## src/design/ustc_pkg.sv

```systemverilog
`timescale 1ns / 1ps

package ustc_pkg;

  // stages from input register to output register
  localparam int PIPE_DEPTH = 9;

  // seconds per day = 675 * 128, quotient by reciprocal of 675
  localparam logic [25:0] DAY_RECIP    = 26'd50903317;
  localparam logic [24:0] DAY_DIV      = 25'd675;

  // day count to day of 400-year era (era 4 before 2000-03-01, era 5 after)
  localparam logic [15:0] ERA_SPLIT    = 16'd11017;
  localparam logic [17:0] DOE_OFS      = 18'd135080;
  localparam logic [17:0] DOE_LAST     = 18'd146096;
  localparam logic [17:0] CENT_DAYS_1  = 18'd36524;
  localparam logic [17:0] CENT_DAYS_2  = 18'd73048;
  localparam logic [17:0] CENT_DAYS_3  = 18'd109572;
  localparam logic [18:0] Q1460_RECIP  = 19'd367720;
  localparam logic [18:0] YEAR_RECIP   = 19'd367720;
  localparam logic [17:0] DAYS_PER_YR  = 18'd365;
  localparam logic [11:0] ERA4_BASE    = 12'd1600;
  localparam logic [11:0] ERA5_BASE    = 12'd2000;
  localparam logic [11:0] MP_RECIP     = 12'd3427;

  // time of day
  localparam logic [17:0] HOUR_RECIP   = 18'd149131;
  localparam logic [16:0] SECS_PER_HR  = 17'd3600;
  localparam logic [12:0] MIN_RECIP    = 13'd4370;
  localparam logic [11:0] SECS_PER_MIN = 12'd60;

  // weekday, epoch day is a thursday
  localparam logic [15:0] EPOCH_WEEKDAY = 16'd4;
  localparam logic [16:0] WD_RECIP      = 17'd74899;
  localparam logic [15:0] DAYS_PER_WK   = 16'd7;
  localparam logic [2:0]  SUNDAY        = 3'd7;

  typedef struct packed {
    logic [11:0] year;
    logic [3:0]  month;
    logic [4:0]  day_of_month;
  } date_t;

  typedef struct packed {
    logic [4:0] hour;
    logic [5:0] minute;
    logic [5:0] second;
    logic [2:0] weekday;
  } tod_t;

  // day of march-based year on which each month starts
  function automatic logic [8:0] month_start(input logic [3:0] mp);
    logic [8:0] s;
    case (mp)
      4'd0:    s = 9'd0;
      4'd1:    s = 9'd31;
      4'd2:    s = 9'd61;
      4'd3:    s = 9'd92;
      4'd4:    s = 9'd122;
      4'd5:    s = 9'd153;
      4'd6:    s = 9'd184;
      4'd7:    s = 9'd214;
      4'd8:    s = 9'd245;
      4'd9:    s = 9'd275;
      4'd10:   s = 9'd306;
      4'd11:   s = 9'd337;
      default: s = 9'd0;
    endcase
    return s;
  endfunction

endpackage

```

## src/design/ustc_daysplit.sv

```systemverilog
`timescale 1ns / 1ps

module ustc_daysplit import ustc_pkg::*; (
  input  logic        clk,
  input  logic        en,
  input  logic [31:0] unix_seconds,
  output logic [15:0] days,
  output logic [16:0] sod
);

  logic [31:0] secs1;
  logic [50:0] prod1;
  logic [15:0] days_c;
  logic [24:0] rem_c;

  assign days_c = prod1[50:35];
  assign rem_c  = secs1[31:7] - 25'({9'd0, days_c} * DAY_DIV);

  always_ff @(posedge clk) begin
    if (en) begin
      secs1 <= unix_seconds;
      prod1 <= {26'd0, unix_seconds[31:7]} * {25'd0, DAY_RECIP};
      days  <= days_c;
      sod   <= {rem_c[9:0], secs1[6:0]};
    end
  end

endmodule

```

## src/design/ustc_date.sv

```systemverilog
`timescale 1ns / 1ps

module ustc_date import ustc_pkg::*; (
  input  logic        clk,
  input  logic        en,
  input  logic [15:0] days,
  output date_t       date
);

  logic        era3, era4, era5, era6, era7, era8;
  logic [17:0] doe3, doe4, doe5, doe6;
  logic [36:0] cprod4;
  logic [2:0]  cent4;
  logic        last4;
  logic [17:0] t5;
  logic [36:0] yprod6;
  logic [8:0]  yoe7, yoe8;
  logic [8:0]  doy7, doy8;
  logic [22:0] mprod8;

  logic [8:0]  yoe_c;
  logic [1:0]  yc_c;
  logic [17:0] doy_c;
  logic [10:0] mx_c;
  logic [3:0]  mp_c;
  logic [8:0]  dom_c;

  always_comb begin
    yoe_c = yprod6[35:27];
    if (yoe_c >= 9'd300) begin
      yc_c = 2'd3;
    end else if (yoe_c >= 9'd200) begin
      yc_c = 2'd2;
    end else if (yoe_c >= 9'd100) begin
      yc_c = 2'd1;
    end else begin
      yc_c = 2'd0;
    end
    doy_c = doe6 - ({9'd0, yoe_c} * DAYS_PER_YR + {11'd0, yoe_c[8:2]} - {16'd0, yc_c});
    mx_c  = {doy7, 2'b00} + {2'b00, doy7} + 11'd2;
    mp_c  = mprod8[22:19];
    dom_c = doy8 - month_start(mp_c) + 9'd1;
  end

  always_ff @(posedge clk) begin
    if (en) begin
      // day of era
      era3 <= (days >= ERA_SPLIT);
      doe3 <= (days >= ERA_SPLIT) ? {2'b00, days} - {2'b00, ERA_SPLIT}
                                  : {2'b00, days} + DOE_OFS;
      // doe / 1460, doe / 36524 and doe / 146096
      era4   <= era3;
      doe4   <= doe3;
      cprod4 <= {19'd0, doe3} * {18'd0, Q1460_RECIP};
      last4  <= (doe3 == DOE_LAST);
      if (doe3 >= DOE_LAST) begin
        cent4 <= 3'd4;
      end else if (doe3 >= CENT_DAYS_3) begin
        cent4 <= 3'd3;
      end else if (doe3 >= CENT_DAYS_2) begin
        cent4 <= 3'd2;
      end else if (doe3 >= CENT_DAYS_1) begin
        cent4 <= 3'd1;
      end else begin
        cent4 <= 3'd0;
      end
      // leap-corrected day count
      era5 <= era4;
      doe5 <= doe4;
      t5   <= doe4 - {11'd0, cprod4[35:29]} + {15'd0, cent4} - {17'd0, last4};
      // year of era
      era6   <= era5;
      doe6   <= doe5;
      yprod6 <= {19'd0, t5} * {18'd0, YEAR_RECIP};
      // day of year
      era7 <= era6;
      yoe7 <= yoe_c;
      doy7 <= doy_c[8:0];
      // month index
      era8   <= era7;
      yoe8   <= yoe7;
      doy8   <= doy7;
      mprod8 <= {12'd0, mx_c} * {11'd0, MP_RECIP};
      // calendar fields
      date.day_of_month <= dom_c[4:0];
      date.month        <= (mp_c >= 4'd10) ? mp_c - 4'd9 : mp_c + 4'd3;
      date.year         <= {3'd0, yoe8} + (era8 ? ERA5_BASE : ERA4_BASE)
                           + {11'd0, (mp_c >= 4'd10)};
    end
  end

endmodule

```

## src/design/ustc_tod.sv

```systemverilog
`timescale 1ns / 1ps

module ustc_tod import ustc_pkg::*; (
  input  logic        clk,
  input  logic        en,
  input  logic [15:0] days,
  input  logic [16:0] sod,
  output tod_t        tod
);

  logic [16:0] sod3;
  logic [34:0] hprod3;
  logic [15:0] wx3;
  logic [32:0] wprod3;
  logic [4:0]  hour4, hour5;
  logic [11:0] rem4, rem5;
  logic [2:0]  wd4, wd5;
  logic [24:0] mprod5;
  tod_t        tod6, tod7, tod8;

  logic [15:0] wx_c;
  logic [4:0]  hour_c;
  logic [16:0] rem_c;
  logic [12:0] wq_c;
  logic [15:0] wr_c;
  logic [5:0]  min_c;
  logic [11:0] sec_c;

  assign wx_c   = days + EPOCH_WEEKDAY;
  assign hour_c = hprod3[33:29];
  assign rem_c  = sod3 - {12'd0, hour_c} * SECS_PER_HR;
  assign wq_c   = wprod3[31:19];
  assign wr_c   = wx3 - {3'd0, wq_c} * DAYS_PER_WK;
  assign min_c  = mprod5[23:18];
  assign sec_c  = rem5 - {6'd0, min_c} * SECS_PER_MIN;

  always_ff @(posedge clk) begin
    if (en) begin
      sod3   <= sod;
      hprod3 <= {18'd0, sod} * {17'd0, HOUR_RECIP};
      wx3    <= wx_c;
      wprod3 <= {17'd0, wx_c} * {16'd0, WD_RECIP};

      hour4 <= hour_c;
      rem4  <= rem_c[11:0];
      wd4   <= (wr_c[2:0] == 3'd0) ? SUNDAY : wr_c[2:0];

      hour5  <= hour4;
      rem5   <= rem4;
      wd5    <= wd4;
      mprod5 <= {13'd0, rem4} * {12'd0, MIN_RECIP};

      tod6.hour    <= hour5;
      tod6.minute  <= min_c;
      tod6.second  <= sec_c[5:0];
      tod6.weekday <= wd5;

      // line up with the date path
      tod7 <= tod6;
      tod8 <= tod7;
      tod  <= tod8;
    end
  end

endmodule

```

## src/design/unix_seconds_to_calendar.sv

```systemverilog
`timescale 1ns / 1ps
// channel   direction  handshake            fields
// in        input      in_valid / in_ready  unix_seconds
// out       output     out_valid / out_ready year month day_of_month weekday hour minute second
//
// nine register stages; one item enters per cycle while the output is not stalled
// throughput is set by the shared stall enable: all stages move when the output is free
// a stalled output freezes every stage, so in_ready follows out_ready combinationally
// reset clears only the stage valid bits; the payload path has no reset

module unix_seconds_to_calendar import ustc_pkg::*; (
  input  logic        clk,
  input  logic        rst,
  input  logic        in_valid,
  output logic        in_ready,
  input  logic [31:0] unix_seconds,
  output logic        out_valid,
  input  logic        out_ready,
  output logic [11:0] year,
  output logic [3:0]  month,
  output logic [4:0]  day_of_month,
  output logic [2:0]  weekday,
  output logic [4:0]  hour,
  output logic [5:0]  minute,
  output logic [5:0]  second
);

  logic [PIPE_DEPTH-1:0] vld;
  logic                  en;
  logic [15:0]           days;
  logic [16:0]           sod;
  date_t                 date;
  tod_t                  tod;

  assign en        = !vld[PIPE_DEPTH-1] || out_ready;
  assign in_ready  = en;
  assign out_valid = vld[PIPE_DEPTH-1];

  always_ff @(posedge clk) begin
    if (rst) begin
      vld <= '0;
    end else if (en) begin
      vld <= {vld[PIPE_DEPTH-2:0], in_valid};
    end
  end

  ustc_daysplit u_daysplit (
    .clk          (clk),
    .en           (en),
    .unix_seconds (unix_seconds),
    .days         (days),
    .sod          (sod)
  );

  ustc_date u_date (
    .clk  (clk),
    .en   (en),
    .days (days),
    .date (date)
  );

  ustc_tod u_tod (
    .clk  (clk),
    .en   (en),
    .days (days),
    .sod  (sod),
    .tod  (tod)
  );

  assign year         = date.year;
  assign month        = date.month;
  assign day_of_month = date.day_of_month;
  assign weekday      = tod.weekday;
  assign hour         = tod.hour;
  assign minute       = tod.minute;
  assign second       = tod.second;

endmodule

```

## config.mk

```make
export PLATFORM = sky130hd
export DESIGN_NAME = unix_seconds_to_calendar
export DESIGN_NICKNAME = d
export VERILOG_FILES = /design/src/design/ustc_pkg.sv /design/src/design/ustc_daysplit.sv /design/src/design/ustc_date.sv /design/src/design/ustc_tod.sv /design/src/design/unix_seconds_to_calendar.sv
export SDC_FILE = /design/constraint.sdc
export NUM_CORES = 2
export LEC_CHECK = 0
export ABC_AREA = 1
export BUFFER_PORTS_ARGS = -buffer_cell sky130_fd_sc_hd__buf_2
export CAP_MARGIN = 20
export CORE_ASPECT_RATIO = 1.25
export CORE_MARGIN = 8
export CORE_UTILIZATION = 69
export DETAILED_ROUTE_END_ITERATION = 10
export GPL_TIMING_DRIVEN = 0
export PLACE_DENSITY = 0.84
export SYNTH_ARGS = -nofsm -noshare
export SYNTH_HDL_FRONTEND = slang
export SYNTH_HIERARCHICAL = 1
export SYNTH_SLANG_ARGS = --single-unit
```

## constraint.sdc

```tcl
create_clock -name clk -period 17.15 [get_ports clk]
set_input_delay 0.8575 -clock clk [delete_from_list [all_inputs] [get_ports clk]]
set_output_delay 0.8575 -clock clk [all_outputs]
set_load 0.01 [all_outputs]
```

==> impl_metrics.tcl <==
set metrics [dict create \
    status "finished clean" \
    r2r_cells 33 \
    wl_per_cell_um 17.1 \
    reg2reg_slack_ns 10.44 \
    synth_most_common_cell "inv_1" \
    top_usage_layer "met2" \
    drive_gt1_share_pct 4.30 \
    rows 113 \
    die_area_um2 85400 \
    ys_seq_area_share_pct 21.3 \
    drtIter0Drc 1675 \
    finalSetupViolations 0 \
    grtUsageTotal_pct 27.7 \
    fin_setup_tns_ns 0 \
    synth-seq-cells 378 \
    r2r_start "u_date/doy7[1]$_DFFE_PP_" \
    synth.distinct_cells 58 \
    cp_data_required_time_ns 17.64 \
    hold_start "u_date/doe5[8]$_DFFE_PP_" \
    die_w_um 263 \
    slew_viol_final 0 \
    syn_inst 5655 \
    synth_top_area_share_pct 26.5 \
    synth_flop_cell "edfxtp_1" \
    initial_utilization_pct 69.4 \
    vias 37131 \
    slowest_delay_ns 0.57 \
    drcViolationCount 0 \
    avgSynthCellArea_um2 9.30 \
    cts_buffer_depth 3 \
    synth_edf_count 364 \
    core-area_um2 75800 \
    die_y_um 325 \
    final_nets 7520 \
    grt_max_degree 73 \
    hp-class "register to register" \
    postCtsSetupRepairBufs 0 \
    diodes 0 \
    min_to "u_date/doe6[8]$_DFFE_PP_" \
    firstDrtPassIters 5 \
    worstHoldPathCells 0 \
    rsz0062_at_grt "no" \
    relSlewSlack_pct 32.4 \
    root_buffer "clkbuf_16" \
    clock-sinks 378 \
    ctsResizeCount 0 \
    fin_worst_hold_slack_ns 0.398 \
    start_kind "register" \
    synthArstFlopShare_pct 0 \
    ios 79 \
    area_growth_syn_to_layout_pct 6.04 \
    yosysTopAreaCell "ha_1" \
    maxClockFrequency_mhz 149 \
    cts_buffers 42 \
    routabilityCongestion 0.999 \
    grt_pass1_vias 40386 \
    post-route-period-util_pct 39.1 \
    yosys-top-cells-area "ha_1 27%, fa_1 22%, edfxtp_1 21%" \
    cts_tree "done" \
    tightest_slew_ns 1.01 \
    grt_use_met2_pct 53.5 \
    hold_viol 0 \
    grt_pass1_wl_um 192000 \
    timing.critical_path.mode_cell "nand2_1" \
    fin_skew_ns 0.0408 \
    worstSetupPathType "register to register" \
    drt_wl_total_um 116000 \
    synthTopCellsByCount "1,513 x inv_1, 1,116 x ha_1, 917 x nand2_1, 586 x fa_1, 364 x edfxtp_1" \
    antenna_found_initial 0 \
    htree_levels 2 \
    place_hpwl_um 97900 \
    fillCellCount 5436 \
    grt_overflow 0 \
    period_needed_ns 6.71 \
    drtAntennaViolNets 0 \
    cap_violations 0 \
    grt_util_met1_pct 28.8 \
    cp-end-kind "register" \
    syn_area_um2 52600 \
    holdBufCountCts 0 \
    worst_ep_arrival_time_ns 7.21 \
    synth_warnings 6 \
    crit_fanout 9 \
    crit_slowest_cell "edfxtp_1" \
    grtUsageMet3_pct 2.62 \
    via_per_inst 5.47 \
    syn_nets 7393 \
    path_clk_slew_ns 0.06 \
    io_buffers 78 \
    clk_latency_ns 0.61 \
]
-- worst max-delay path by stage --
stage,from,end,slack [ns],depth (start not counted)
after CTS,u_date/doy7[1]$_DFFE_PP_,register,10.42,33
final,u_date/doy7[1]$_DFFE_PP_,register,10.44,33
after global placement,out_ready,in_ready,3.33,4
after floorplan,out_ready,register,6.90,12
after global routing,u_date/doy7[1]$_DFFE_PP_,register,9.96,33
after detailed placement,u_date/doy7[1]$_DFFE_PP_,register,10.44,33
-- placed cells by master (no fill, tap or decap), types with 24 or more instances in the layout --
| master | netlist | final |
|---|---|---|
| nor2_1 | 246 | 246 |
| edfxtp_1 | 364 | 364 |
| nand2_2 | 27 | 27 |
| nand4_1 | 53 | 53 |
| xor2_1 | 105 | 105 |
| o21bai_1 | 24 | 24 |
| a21oi_1 | 204 | 204 |
| inv_1 | 1513 | 1513 |
| ha_1 | 1116 | 1116 |
| clkbuf_16 | 0 | 42 |
| nand3_1 | 149 | 149 |
| fa_1 | 586 | 586 |
| o21ai_0 | 82 | 82 |
| nand2_1 | 917 | 916 |
| nor3_1 | 39 | 39 |
| buf_2 | 1 | 79 |
| xnor2_1 | 50 | 50 |
-- per-layer routing --
| layer | part of all wire [%] | routed length (um) |
|---|---|---|
| met5 | 0 | 0 |
| met4 | 6.5 | 7610 |
| met3 | 3.4 | 3930 |
| met2 | 54 | 62800 |
| met1 | 36 | 42100 |
-- cell type report --
cell class / instances / area [um2] / area share, %
multi-input cells: 3735 / 35600 / 63.8
flip-flops and latches: 378 / 11200 / 20.1
inverters: 1536 / 5770 / 10.3
well taps: 977 / 1220 / 2.19
clock buffers: 56 / 1140 / 2.05
repair buffers: 83 / 520 / 0.933
clock inverters: 21 / 285 / 0.511
plain buffers: 6 / 53.8 / 0.0964
-- flip-flops by register name (all words and copies together), names as in the netlist, 7 cells and up, named ones only --
signal	flops
u_date/doe4	18
u_tod/tod7	20
vld	9
u_tod/rem4	12
u_daysplit/secs1	17
u_date/doe5	9
u_daysplit/days	16
u_date/cprod4	7
u_tod/sod3	12
u_date/yprod6	9
u_date/doe6	9
u_tod/tod6	20
u_date/doy7	9
u_daysplit/prod1	16
u_date/yoe8	9
u_date/t5	18
u_tod/tod	20
u_date/date	21
u_date/yoe7	9
u_date/doe3	18
u_tod/tod8	20
u_daysplit/sod	17
-- cell families after synthesis --
kind of cell,synth area share (%)
AOI/OAI and AO/OA,4.10
buffers and inverters,11.1
adders and majority gates,48.8
DFF,21.3
and+or+nand+nor,12.1
xor gates and xnor gates,2.58
-- critical path, delay by kind of cell (launching register included) --
family | cells | cell delay, ns
adders and majority gates | 8 | 3.34
DFF | 1 | 0.57
xor gates and xnor gates | 2 | 0.52
and+or+nand+nor | 17 | 1.50
AOI/OAI and AO/OA | 3 | 0.43
buffers and inverters | 3 | 0.23
-- through the flow --
stage	instances	setup WS [ns]	area (um2)	util (%)
finish	6792	10.44	55800	73.6
global route	6792	9.96	55800	73.6
CTS	6792	10.42	55800	73.6
detailed placement	6715	10.44	54400	71.7
global placement	6710	3.33	54200	71.5
floorplan	5655	6.90	52600	-
Power is left out: the tool's default activity adds up to more than one toggle a clock period on the data nets, which glitch-free logic cannot reach.
